$ cat config.mk
export PLATFORM = sky130hd
export DESIGN_NAME = sidelink_sync_sequence_gen
export DESIGN_NICKNAME = d
export VERILOG_FILES = /design/src/hw/rtl/sssg_pkg.sv /design/src/hw/rtl/sidelink_sync_sequence_gen.sv
export SDC_FILE = /design/constraint.sdc
export NUM_CORES = 1
export LEC_CHECK = 0
export ABC_AREA = 1
export BUFFER_PORTS_ARGS = -buffer_cell sky130_fd_sc_hd__buf_2
export CAP_MARGIN = 20
export CORE_MARGIN = 8
export CORE_UTILIZATION = 60
export DETAILED_ROUTE_END_ITERATION = 8
export PLACE_DENSITY_LB_ADDON = 0.15
export SLEW_MARGIN = 0
export SYNTH_ARGS = -nofsm -noshare
export SYNTH_HDL_FRONTEND = slang
export SYNTH_SLANG_ARGS = --single-unit
$ cat constraint.sdc
create_clock -name clk -period 11.5 [get_ports clk]
set_clock_uncertainty 0.1 [all_clocks]
set_input_delay 1.15 -clock clk [delete_from_list [all_inputs] [get_ports clk]]
set_output_delay 1.15 -clock clk [all_outputs]
set_load 0.1 [all_outputs]
$ cat src/hw/rtl/sssg_pkg.sv
// Package for the sidelink sync sequence generator: widths, types and the
// elaboration-time builders for the phase, magnitude and m-sequence tables.
// No dependencies.
package sssg_pkg;

  localparam int FRAC_BITS_DEF = 14;
  localparam int N1_COUNT      = 168;
  localparam int SYM_LAST      = 61;
  localparam int MAG_W         = 15;
  localparam int OUT_W         = 16;
  localparam logic [MAG_W-1:0] MAG_MAX = '1;

  localparam logic [63:0] ONE_Q30 = 64'd1 << 30;
  localparam logic [63:0] PI_Q60  = 64'h3243_F6A8_885A_308D;

  // m-sequence tap masks for s~, c~ and z~
  localparam logic [4:0] TAPS_S = 5'h05;
  localparam logic [4:0] TAPS_C = 5'h09;
  localparam logic [4:0] TAPS_Z = 5'h17;

  typedef logic [63:0][MAG_W-1:0]   mag_tab_t;    // |cos(pi*k/126)| scaled
  typedef logic [1:0][63:0][7:0]    phase_tab_t;  // per root, per index: {quadrant, k}
  typedef logic [N1_COUNT-1:0][9:0] shift_tab_t;  // per N1: {m0, m1}

  // Derived identity fields held by the block
  typedef struct packed {
    logic       root_sel;  // 1: root 37
    logic [1:0] n2;
    logic [4:0] m0;
    logic [4:0] m1;
  } ident_t;

  function automatic logic [63:0] isqrt64(input logic [63:0] v_in);
    logic [63:0] v;
    logic [63:0] r;
    logic [63:0] bt;
    v  = v_in;
    r  = '0;
    bt = 64'd1 << 62;
    for (int i = 0; i < 32; i++) begin
      if (bt > v) bt = bt >> 2;
    end
    for (int i = 0; i < 32; i++) begin
      if (bt != 64'd0) begin
        if (v >= r + bt) begin
          v = v - (r + bt);
          r = (r >> 1) + bt;
        end else begin
          r = r >> 1;
        end
        bt = bt >> 2;
      end
    end
    return r;
  endfunction

  // 6/sqrt(31) in Q30
  localparam logic [63:0] SCALE_Q30 = 64'd2 * isqrt64((64'd9 << 60) / 64'd31);

  function automatic logic [63:0] taylor_mul(input logic [63:0] term, input logic [63:0] t2);
    return (term * t2) >> 30;
  endfunction

  // Taylor series of cos in Q30, truncating at each term
  function automatic logic [63:0] cos_q30(input logic [63:0] th);
    logic [63:0]        t2;
    logic [63:0]        term;
    logic signed [63:0] acc;
    t2   = (th * th) >> 30;
    acc  = $signed(ONE_Q30);
    term = ONE_Q30;
    term = taylor_mul(term, t2) / 64'd2;   acc = acc - $signed(term);
    term = taylor_mul(term, t2) / 64'd12;  acc = acc + $signed(term);
    term = taylor_mul(term, t2) / 64'd30;  acc = acc - $signed(term);
    term = taylor_mul(term, t2) / 64'd56;  acc = acc + $signed(term);
    term = taylor_mul(term, t2) / 64'd90;  acc = acc - $signed(term);
    term = taylor_mul(term, t2) / 64'd132; acc = acc + $signed(term);
    term = taylor_mul(term, t2) / 64'd182; acc = acc - $signed(term);
    term = taylor_mul(term, t2) / 64'd240; acc = acc + $signed(term);
    term = taylor_mul(term, t2) / 64'd306; acc = acc - $signed(term);
    term = taylor_mul(term, t2) / 64'd380; acc = acc + $signed(term);
    term = taylor_mul(term, t2) / 64'd462; acc = acc - $signed(term);
    term = taylor_mul(term, t2) / 64'd552; acc = acc + $signed(term);
    if (acc < 0) acc = '0;
    return $unsigned(acc);
  endfunction

  function automatic logic [63:0] base_cos(input int k);
    logic [63:0] th;
    th = ((PI_Q60 / 64'd126) * 64'(k) + (64'd1 << 29)) >> 30;
    return cos_q30(th);
  endfunction

  // Q30 magnitude times scale, rounded half up to frac bits, saturated
  function automatic logic [MAG_W-1:0] to_mag(input logic [63:0] mag_q30, input int frac);
    logic [63:0] p;
    logic [63:0] r;
    int          sh;
    sh = 60 - frac;
    p  = mag_q30 * SCALE_Q30;
    r  = (p + (64'd1 << (sh - 1))) >> sh;
    if (r > 64'(MAG_MAX)) r = 64'(MAG_MAX);
    return r[MAG_W-1:0];
  endfunction

  function automatic mag_tab_t build_mag_tab(input int frac);
    mag_tab_t t;
    for (int k = 0; k < 64; k++) begin
      t[k] = to_mag(base_cos(k), frac);
    end
    return t;
  endfunction

  // Zadoff-Chu phase 2*p = 63*q + k, centre element skipped
  function automatic phase_tab_t build_phase_tab();
    phase_tab_t t;
    int         u;
    int         np;
    int         p;
    int         a;
    for (int rs = 0; rs < 2; rs++) begin
      u = (rs != 0) ? 37 : 26;
      for (int n = 0; n < 64; n++) begin
        np = (n <= 30) ? n : n + 1;
        p  = (u * np * (np + 1)) % 126;
        a  = 2 * p;
        if (n > SYM_LAST) t[rs][n] = '0;
        else t[rs][n] = {2'(a / 63), 6'(a % 63)};
      end
    end
    return t;
  endfunction

  function automatic shift_tab_t build_shift_tab();
    shift_tab_t t;
    int         qp;
    int         qq;
    int         mp;
    int         m0;
    int         m1;
    for (int n1 = 0; n1 < N1_COUNT; n1++) begin
      qp = n1 / 30;
      qq = (n1 + qp * (qp + 1) / 2) / 30;
      mp = n1 + qq * (qq + 1) / 2;
      m0 = mp % 31;
      m1 = (m0 + mp / 31 + 1) % 31;
      t[n1] = {5'(m0), 5'(m1)};
    end
    return t;
  endfunction

  function automatic logic [30:0] mseq(input logic [4:0] taps);
    logic [30:0] x;
    logic        b;
    x = 31'h10;
    for (int i = 0; i < 26; i++) begin
      b = 1'b0;
      for (int j = 0; j < 5; j++) begin
        if (taps[j]) b = b ^ x[i+j];
      end
      x[i+5] = b;
    end
    return x;
  endfunction

  // Sums stay below 62, so one conditional subtract suffices
  function automatic logic [4:0] mod31(input logic [5:0] x);
    logic [5:0] y;
    y = (x >= 6'd31) ? (x - 6'd31) : x;
    return y[4:0];
  endfunction

  function automatic logic signed [OUT_W-1:0] apply_sign(input logic [MAG_W-1:0] mag,
                                                         input logic neg);
    logic [OUT_W-1:0] ext;
    ext = {1'b0, mag};
    return neg ? $signed(~ext + 16'd1) : $signed(ext);
  endfunction

endpackage

$ cat src/hw/rtl/sidelink_sync_sequence_gen.sv
// The input transfer fills the index register, then the result register is loaded from
// it. Throughput: one item per cycle while res_ready stays high. An empty index register
// takes an item while a result waits, so one stalled result does not block the input.
// Synchronous reset empties both stages and sets the identity to 0 (root 26, N2 0).
module sidelink_sync_sequence_gen #(
  parameter int FRAC_BITS = sssg_pkg::FRAC_BITS_DEF
) (
  input  logic                clk,
  input  logic                rst,
  input  logic                cfg_valid,
  output logic                cfg_ready,
  input  logic [8:0]          slss_id,
  input  logic                sym_valid,
  output logic                sym_ready,
  input  logic [5:0]          symbol_index,
  output logic                res_valid,
  input  logic                res_ready,
  output logic signed [15:0]  psss_re,
  output logic signed [15:0]  psss_im,
  output logic signed [15:0]  ssss_value
);
  import sssg_pkg::*;

  localparam mag_tab_t   MAG_TAB   = build_mag_tab(FRAC_BITS);
  localparam phase_tab_t PHASE_TAB = build_phase_tab();
  localparam shift_tab_t SHIFT_TAB = build_shift_tab();
  localparam logic [30:0] SEQ_S = mseq(TAPS_S);
  localparam logic [30:0] SEQ_C = mseq(TAPS_C);
  localparam logic [30:0] SEQ_Z = mseq(TAPS_Z);
  localparam logic [MAG_W-1:0] SSS_MAG = to_mag(ONE_Q30, FRAC_BITS);
  localparam logic signed [OUT_W-1:0] SSS_POS = apply_sign(SSS_MAG, 1'b0);
  localparam logic signed [OUT_W-1:0] SSS_NEG = apply_sign(SSS_MAG, 1'b1);
  localparam ident_t IDENT_RST = '{root_sel: 1'b0, n2: 2'd0,
                                   m0: SHIFT_TAB[0][9:5], m1: SHIFT_TAB[0][4:0]};

  ident_t      ident;
  ident_t      ident_next;
  logic        idx_valid;
  logic [5:0]  idx;
  logic        adv;

  logic [8:0]  n1_full;
  logic [7:0]  n1;

  logic [7:0]  phase;
  logic [1:0]  quad;
  logic [5:0]  k;
  logic [MAG_W-1:0] mag_c;
  logic [MAG_W-1:0] mag_s;
  logic        in_range;
  logic signed [OUT_W-1:0] re_next;
  logic signed [OUT_W-1:0] im_next;
  logic signed [OUT_W-1:0] sss_next;
  logic [4:0]  h;
  logic        sss_neg;

  assign cfg_ready = 1'b1;
  assign adv       = !res_valid || res_ready;
  assign sym_ready = !idx_valid || adv;

  // Identity split: N2 = id / 168 by range compare, N1 = remainder
  always_comb begin
    if (slss_id >= 9'(3 * N1_COUNT)) begin
      ident_next.n2 = 2'd3;
      n1_full       = slss_id - 9'(3 * N1_COUNT);
    end else if (slss_id >= 9'(2 * N1_COUNT)) begin
      ident_next.n2 = 2'd2;
      n1_full       = slss_id - 9'(2 * N1_COUNT);
    end else if (slss_id >= 9'(N1_COUNT)) begin
      ident_next.n2 = 2'd1;
      n1_full       = slss_id - 9'(N1_COUNT);
    end else begin
      ident_next.n2 = 2'd0;
      n1_full       = slss_id;
    end
    n1                  = n1_full[7:0];
    ident_next.root_sel = (slss_id >= 9'(N1_COUNT));
    ident_next.m0       = SHIFT_TAB[n1][9:5];
    ident_next.m1       = SHIFT_TAB[n1][4:0];
  end

  // Primary: quadrant folding of cos/sin of pi*k/126
  always_comb begin
    phase    = PHASE_TAB[ident.root_sel][idx];
    quad     = phase[7:6];
    k        = phase[5:0];
    mag_c    = MAG_TAB[k];
    mag_s    = MAG_TAB[6'd63 - k];
    in_range = (idx <= 6'(SYM_LAST));
    case (quad)
      2'd0: begin
        re_next = apply_sign(mag_c, 1'b0);
        im_next = apply_sign(mag_s, 1'b1);
      end
      2'd1: begin
        re_next = apply_sign(mag_s, 1'b1);
        im_next = apply_sign(mag_c, 1'b1);
      end
      2'd2: begin
        re_next = apply_sign(mag_c, 1'b1);
        im_next = apply_sign(mag_s, 1'b0);
      end
      default: begin
        re_next = apply_sign(mag_s, 1'b0);
        im_next = apply_sign(mag_c, 1'b0);
      end
    endcase
    if (!in_range) begin
      re_next = '0;
      im_next = '0;
    end
  end

  // Secondary: subframe-5 interleave of s~, c~ and z~
  always_comb begin
    h = idx[5:1];
    if (!idx[0]) begin
      sss_neg = SEQ_S[mod31({1'b0, h} + {1'b0, ident.m1})]
              ^ SEQ_C[mod31({1'b0, h} + {4'd0, ident.n2})];
    end else begin
      sss_neg = SEQ_S[mod31({1'b0, h} + {1'b0, ident.m0})]
              ^ SEQ_C[mod31({1'b0, h} + {4'd0, ident.n2} + 6'd3)]
              ^ SEQ_Z[mod31({1'b0, h} + {3'd0, ident.m1[2:0]})];
    end
    sss_next = in_range ? (sss_neg ? SSS_NEG : SSS_POS) : '0;
  end

  always_ff @(posedge clk) begin
    if (rst) begin
      ident     <= IDENT_RST;
      idx_valid <= 1'b0;
      res_valid <= 1'b0;
    end else begin
      if (cfg_valid && cfg_ready) ident <= ident_next;
      if (sym_ready) idx_valid <= sym_valid;
      if (adv) res_valid <= idx_valid;
    end
  end

  always_ff @(posedge clk) begin
    if (sym_valid && sym_ready) idx <= symbol_index;
    if (adv && idx_valid) begin
      psss_re    <= re_next;
      psss_im    <= im_next;
      ssss_value <= sss_next;
    end
  end

  // An item in the index register that moves on must show up as a result
  a_flow: assert property (@(posedge clk) disable iff (rst)
    (idx_valid && adv) |=> res_valid)
    else $error("item lost between index and result register");

  // Secondary symbol is always the scaled amplitude with a sign, or zero
  a_sss_level: assert property (@(posedge clk) disable iff (rst)
    res_valid |-> (ssss_value == SSS_POS || ssss_value == SSS_NEG || ssss_value == '0))
    else $error("secondary symbol level out of set");

  // Root 37 exactly when N2 is non-zero
  a_ident: assert property (@(posedge clk) disable iff (rst)
    ident.root_sel == (ident.n2 != 2'd0))
    else $error("identity fields inconsistent");

endmodule
; ---- After elaboration in Yosys (flattened, before gate mapping)
; Memories as Yosys holds them, arrays and structs flattened. A register that Yosys moved wholly into a read port is not among the register bits.
; Index checks and enable logic that the tools add are counted.
[totals]
reg_bits = 59
mem_count = 8
rom_bits = 4640
[memory_table]
columns = name, words, word_bits, rd, rd_ports_with_merged_regs, write_ports, line_no
row1 = (name not given), 256, 10, 1, 1, 0, sidelink_sync_sequence_gen.sv:79  ; ident_next.m1 = SHIFT_TAB[n1][4:0];
row2 = (name not given), 64, 15, 1, 0, 0, sidelink_sync_sequence_gen.sv:88  ; mag_s = MAG_TAB[6'd63 - k];
row3 = (name not given), 64, 15, 1, 0, 0, sidelink_sync_sequence_gen.sv:87  ; mag_c = MAG_TAB[k];
row4 = (name not given), 32, 1, 1, 0, 0, sidelink_sync_sequence_gen.sv:123  ; ^ SEQ_Z[mod31({1'b0, h} + {3'd0, ident.m1[2:0]})];
row5 = (name not given), 32, 1, 1, 0, 0, sidelink_sync_sequence_gen.sv:122  ; ^ SEQ_C[mod31({1'b0, h} + {4'd0, ident.n2} + 6'd3)]
row6 = (name not given), 32, 1, 1, 0, 0, sidelink_sync_sequence_gen.sv:121  ; sss_neg = SEQ_S[mod31({1'b0, h} + {1'b0, ident.m0})]
row7 = 2 more memories, -, -, -, -, -, -
[classes]
n_reduce_logical = 7
order_cmp = 18
bitwise = 5
n_mux = 26
n_addsub = 16
n_eq_ne = 2
[ops]
columns = cell, n
row1 = $mux W512, 1
row2 = $mux W488, 1
row3 = $pmux W16 S3, 2
row4 = $bmux W8 S6, 1
row5 = $add A16 B1 Y16 const B, 2
row6 = $mux W8, 4
row7 = $not A15 Y16, 2
row8 = $ge A6 B5 Y1 const B, 5
row9 = $lt A5 B6 Y1 const B, 5
row10 = $mux W15, 2
row11 = $mux W5, 5
row12 = $sub A5 B5 Y5 const B, 5
row13 = $lt A6 B7 Y1 const B, 3
row14 = $ge A9 B9 Y1 const B, 2
row15 = $mux W16, 1
row16 = $sub A8 B8 Y8 const B, 2
row17 = $add A5 B5 Y6, 2
row18 = $ge A9 B8 Y1 const B, 1
row19 = $sub A8 B7 Y8 const B, 1
row20 = $mux W1, 7
row21 = $add A5 B2 Y6, 1
row22 = $add A5 B3 Y6, 1
row23 = $add A6 B2 Y6 const B, 1
row24 = $le A6 B6 Y1 const B, 1
row25 = 10 further kinds, 16

; ---- Depth between registers and ports, before layout
[logic_depth]
word_depth = 10
mapped_depth = 31
ltp_nobuf = 30

; ---- Worst setup path after synthesis
; OpenSTA, ideal clock, no wires.
[synth_timing]
path_kind = reg-to-reg
from = register ident[12] (netlist bit)
to = register psss_im[4], data pin
setup_slack_ns = 7.434
synth_period_minus_slack_ns = 4.066
setup_time_ns = 0.249
required_ns = 11.151
arrival_ns = 3.717
path_buffers = 2
stages_incl_launch_ff = 30
cell_sequence = dfxtp_1 > buf_4 > inv_2 > ha_1 > nand2_2 > nand2_1 > nand2_1 > nand2_1 > nand2_1 > nand2_1 > nand2_1 > nand2_1 > nand2_1 > ha_1 > clkbuf_1 > clkinv_1 > nand2_2 > nand2_1 > o21ai_0 > nand2_1 > nand2_1 > nor2_2 > ha_1 > nand2_2 > nor2_4 > xor2_1 > nand2_1 > nand4_1 > nand2_1 > inv_1
[synth_between]
elab_chain_cells = 10
word_cells_on_any_way = 17
classes_between = add/sub (3) / eq/ne (2) / mux (7) / bitwise (2) / reduce/logical (1) / memory (2)
[synth_rtl]
columns = item, line_no
row1 = "start, declared", sidelink_sync_sequence_gen.sv:36  ; ident_t ident;
row2 = "start signal, assigned", sidelink_sync_sequence_gen.sv:134  ; if (cfg_valid && cfg_ready) ident <= ident_next;
row3 = $mux W488 (not written as such) *, sidelink_sync_sequence_gen.sv:84  ; phase = PHASE_TAB[ident.root_sel][idx];
row4 = $mux W512 (not written as such) *, sidelink_sync_sequence_gen.sv:84
row5 = $bmux W8 S6 *, sidelink_sync_sequence_gen.sv:84
row6 = $mux W8 (not written as such) *, sidelink_sync_sequence_gen.sv:84
row7 = $sub A6 B6 Y6, sidelink_sync_sequence_gen.sv:88
row8 = $mem_v2 Z64 W15, -
row9 = $mux W15 (not written as such), sidelink_sync_sequence_gen.sv:88
row10 = $not A15 Y16, -
row11 = $add A16 B1 Y16, -
row12 = $pmux W16 S3 *, sidelink_sync_sequence_gen.sv:90  ; case (quad)
row13 = "end signal, assigned", sidelink_sync_sequence_gen.sv:144  ; psss_im <= im_next;
row14 = "end, declared", sidelink_sync_sequence_gen.sv:19  ; output logic signed [15:0] psss_im,
; Every way passes the cells marked *; elsewhere a longest branch is shown, timed or not. The select of a mux whose other input is x is not followed.
; A chain may end at the register's enable or synchronous reset.

; ---- Worst setup path in the final report
[layout_timing]
from = register idx[2]
to = register psss_re[2], data pin
[layout_between]
elab_chain_cells = 8
word_cells_on_any_way = 16
classes_between = add/sub (3) / order compare (1) / eq/ne (2) / mux (5) / bitwise (2) / reduce/logical (1) / memory (2)
[layout_rtl]
columns = item, line_no
row1 = "start, declared", sidelink_sync_sequence_gen.sv:39  ; logic [5:0] idx;
row2 = "start signal, assigned", sidelink_sync_sequence_gen.sv:141  ; if (sym_valid && sym_ready) idx <= symbol_index;
row3 = $bmux W8 S6, sidelink_sync_sequence_gen.sv:84
row4 = $mux W8 (not written as such), sidelink_sync_sequence_gen.sv:84
row5 = $sub A6 B6 Y6, sidelink_sync_sequence_gen.sv:88
row6 = $mem_v2 Z64 W15, -
row7 = $mux W15 (not written as such), sidelink_sync_sequence_gen.sv:88
row8 = $not A15 Y16, -
row9 = $add A16 B1 Y16, -
row10 = $pmux W16 S3, sidelink_sync_sequence_gen.sv:90
row11 = "end signal, assigned", sidelink_sync_sequence_gen.sv:143  ; psss_re <= re_next;
row12 = "end, declared", sidelink_sync_sequence_gen.sv:18  ; output logic signed [15:0] psss_re,
; Several ways; a longest one is shown, not always the timed one. The select of a mux whose other input is x is not followed.

==> impl_metrics.json <==
{
  "n_diodes": 0,
  "cts-root-to-sink-buffers": 2,
  "use_met2_pct": 47.7,
  "top_usage_layer": "met2",
  "synth_commonest_cells": "nand2_1 (619), nand3_1 (278), inv_1 (164), nor2_1 (104), o21ai_0 (98)",
  "cts_setup_buffers": 0,
  "fin_util_pct": 63.9,
  "drcViolationCount": 0,
  "critPathMaxFanout": 28,
  "cp_cell_sequence": "inv_2 > nand3_1 > nand3_1 > nand2_1 > nand2_1 > nand2_1 > nand2_1 > nand2_1 > ha_1 > clkinv_1 > nand2_2 > nand2_1 > o21ai_0 > nand2_1 > nand2_1 > nor2_2 > ha_1 > xor2_1 > nand2_1 > o211ai_1 > o21ai_0 > inv_1",
  "detail_route.wl_per_cell_um": 17.5,
  "worst_setup_path_start_kind": "register",
  "hold_path.class": "reg2reg",
  "route.detailed.vias_per_inst": 6.18,
  "global_route_wire_length_before_repair_mm": 56.5,
  "fin_worst_hold_slack_ns": 0.420,
  "pre_cts_ws_ns": 5.67,
  "fmax_mhz": 165,
  "crit_type": "reg2reg",
  "drt_antenna_net_count": 0,
  "cts-hold-fix-buffers": 0,
  "grt_use_met3_pct": 8.07,
  "coreArea_um2": 16600,
  "cts_max_level": 2,
  "critPathMaxStageDelay_ns": 1.00,
  "critical_path_buffers_and_inverters": 3,
  "drt-pass1-iter-count": 7,
  "finalHoldViolCount": 0,
  "synth_top_family_by_area": "simple AND/OR/NAND/NOR gates",
  "power-per-cell-area_nw_per_um2": 158,
  "synthMostInstantiatedCell": "nand2_1",
  "synthSimpleGateAreaFrac_pct": 47.4,
  "register_area_um2": 1530,
  "finalWeightedCongestion": 1.08,
  "ys_async_sr_fraction_pct": 0,
  "synth_largest_type_area_fraction_pct": 22.8,
  "dieHeight_um": 146,
  "clkSlewWorstSetupHoldPaths_ns": 0.08,
  "nNetsFinal": 1874,
  "maxCapViolations": 0,
  "top_delay_family_on_crit_path": "simple AND/OR/NAND/NOR gates",
  "min_clock_period_post_route_ns": 6.06,
  "synth-seq-cells": 56,
  "clock_sinks": 56,
  "post_synthesis_adder_cell_area_fraction_pct": 8.44,
  "period_share_pct": 52.7,
  "crit_path_top_delay_cell": "edfxtp_1",
  "initialDrtViolationCount": 1858,
  "timing.critical_path.to_type": "register",
  "netlist_instances": 1790,
  "dp_hpwl_mm": 26.3,
  "synth-edff-count": 41,
  "postCtsResizedCells": 0,
  "synth.cell_area_um2": 10200,
  "dr_total_vias": 12400,
  "avgSynthCellArea_um2": 5.70,
  "fin_tns_setup_ns": 0,
  "finalSetupViolations": 0,
  "initial_antenna_violation_count": 1,
  "final_global_route_overflow_total": 0,
  "max_slew_margin_pct": 27.8,
  "gr-usage-met1_pct": 42.6,
  "initial_utilization_pct": 61.5,
  "fp-row-count": 47,
  "tightestPinTransition_ns": 1.08,
  "cpMostUsedCell": "nand2_1",
  "status": "complete, no violations",
  "power.leakage_nw": 5.59,
  "synth-seq-area-share_pct": 15.0,
  "synthTopCellsByArea": "nand2_1 (23%), nand3_1 (14%), edfxtp_1 (12%)",
  "horizontal_die_dimension_um": 146,
  "synth-main-ff-cell": "edfxtp_1",
  "areaGrowthSynthToFinish_pct": 3.88,
  "synthMuxAreaShare_pct": 0,
  "synthesized_area_fraction_occupied_by_ao_oa_aoi_and_oai_cells_pct": 14.8,
  "critical_path_required_ns": 11.46,
  "insertion_delay_ns": 0.31,
  "synthesis.yosys.warnings": 0,
  "multiInputGateArea_um2": 7500,
  "port_buffers": 66,
  "drive_gt1_share_pct": 9.79,
  "final_critical_path_setup_slack_ns": 5.44,
  "arrival_ns": 6.02,
  "fill_cells": 1654,
  "pin_count_of_the_biggest_net_entering_global_routing": 64,
  "cts.root.buffer_cell": "clkbuf_16",
  "drt-total-wl_mm": 35.1,
  "track_usage_pct": 31.5,
  "tritoncts": "done",
  "synth_area_leader_cell": "nand2_1",
  "netlist-cell-type-count": 52,
  "post_synth_xor_area_fraction_pct": 2.49,
  "power.ir.vdd_worst_mv": 0.137,
  "floorplan.die_area_um2": 21400,
  "num_io_pins": 71,
  "grt_pass1_vias": 11000,
  "setup_repair_after_global_routing_missed_its_margin": "no",
  "final_max_slew_viol_count": 0,
  "cts_buffers": 5
}
-- where the power goes --
part	total [W]	switching [W]	internal, W	leakage (nW)
combinational	0.00124	0.000916	0.000325	5.00
sequential	0.000270	0.0000167	0.000254	0.516
clock	0.000165	0.0000821	0.0000831	0.0719
total	0.00168	0.00101	0.000662	5.59
-- path summary, 6_finish.rpt --
| kind | startpoint | to | slack (ns) | cells after the start |
|---|---|---|---|---|
| min reg2reg | ident[9] | ident[9] | 0.42 | 2 |
| min | ident[9] | ident[9] | 0.42 | 2 |
| max | idx[2] | psss_re[2] | 5.44 | 22 |
| max reg2reg | idx[2] | psss_re[2] | 5.44 | 22 |
-- final cells by class --
type                            count  area share [%]
Timing Repair Buffer               79            4.16
Tap cell                          220            2.60
Inverter                          183            6.51
Multi-Input combinational cell   1462            70.8
Clock buffer                        5            1.18
Sequential cell                    56            14.5
Clock inverter                      3           0.260
-- metal layers --
layer	up-vias	routed length, um
met5	-	14
met4	2	1070
met3	109	4790
met2	883	14600
met1	5554	14700
li1	5864	-
-- metrics by stage --
stage	cell area (um2)	cells	power [W]
after floorplan	10200	1792	0.00123
after global placement	10400	1999	0.00145
after detailed placement	10400	1999	0.00147
after CTS	10600	2007	0.00164
after global routing	10600	2008	0.00180
final	10600	2008	0.00168
-- cell families after synthesis --
family,Yosys count
XOR/XNOR,29
AO/OA/AOI/OAI,269
AND/OR/NAND/NOR,1093
other,2
flip-flops,56
buffers and inverters,274
adder cells (fa/ha/maj),67
-- sequential cells by signal, summed over array words and instances, names as in the netlist --
register,count
psss_im,16
psss_re,16
ident,13
idx,6
ssss_value,3
idx_valid,1
res_valid,1
-- tightest hold or removal path: cells and delay by family, from the launching register on --
kind               cells  cell delay [ns]
and+or+nand+nor        1             0.07
AOI/OAI and AO/OA      1             0.05
DFF                    1             0.35
-- placed cells by master (no fill, tap or decap), types with 9 or more instances in the layout --
| master | count |
|---|---|
| o21ai_0 | 98 |
| nand2_2 | 16 |
| nand3_2 | 9 |
| xor2_1 | 24 |
| dfxtp_1 | 15 |
| inv_1 | 164 |
| a21oi_1 | 94 |
| ha_1 | 64 |
| o21ai_1 | 10 |
| buf_4 | 12 |
| nor2_1 | 103 |
| nor2_4 | 9 |
| edfxtp_1 | 41 |
| a31oi_1 | 12 |
| nand4_1 | 13 |
| nand3_1 | 278 |
| nand2_1 | 619 |
| buf_2 | 66 |
| o211ai_1 | 22 |
| inv_2 | 13 |
| nor2_2 | 16 |
Note: power is estimated with default switching activity, not from simulation.
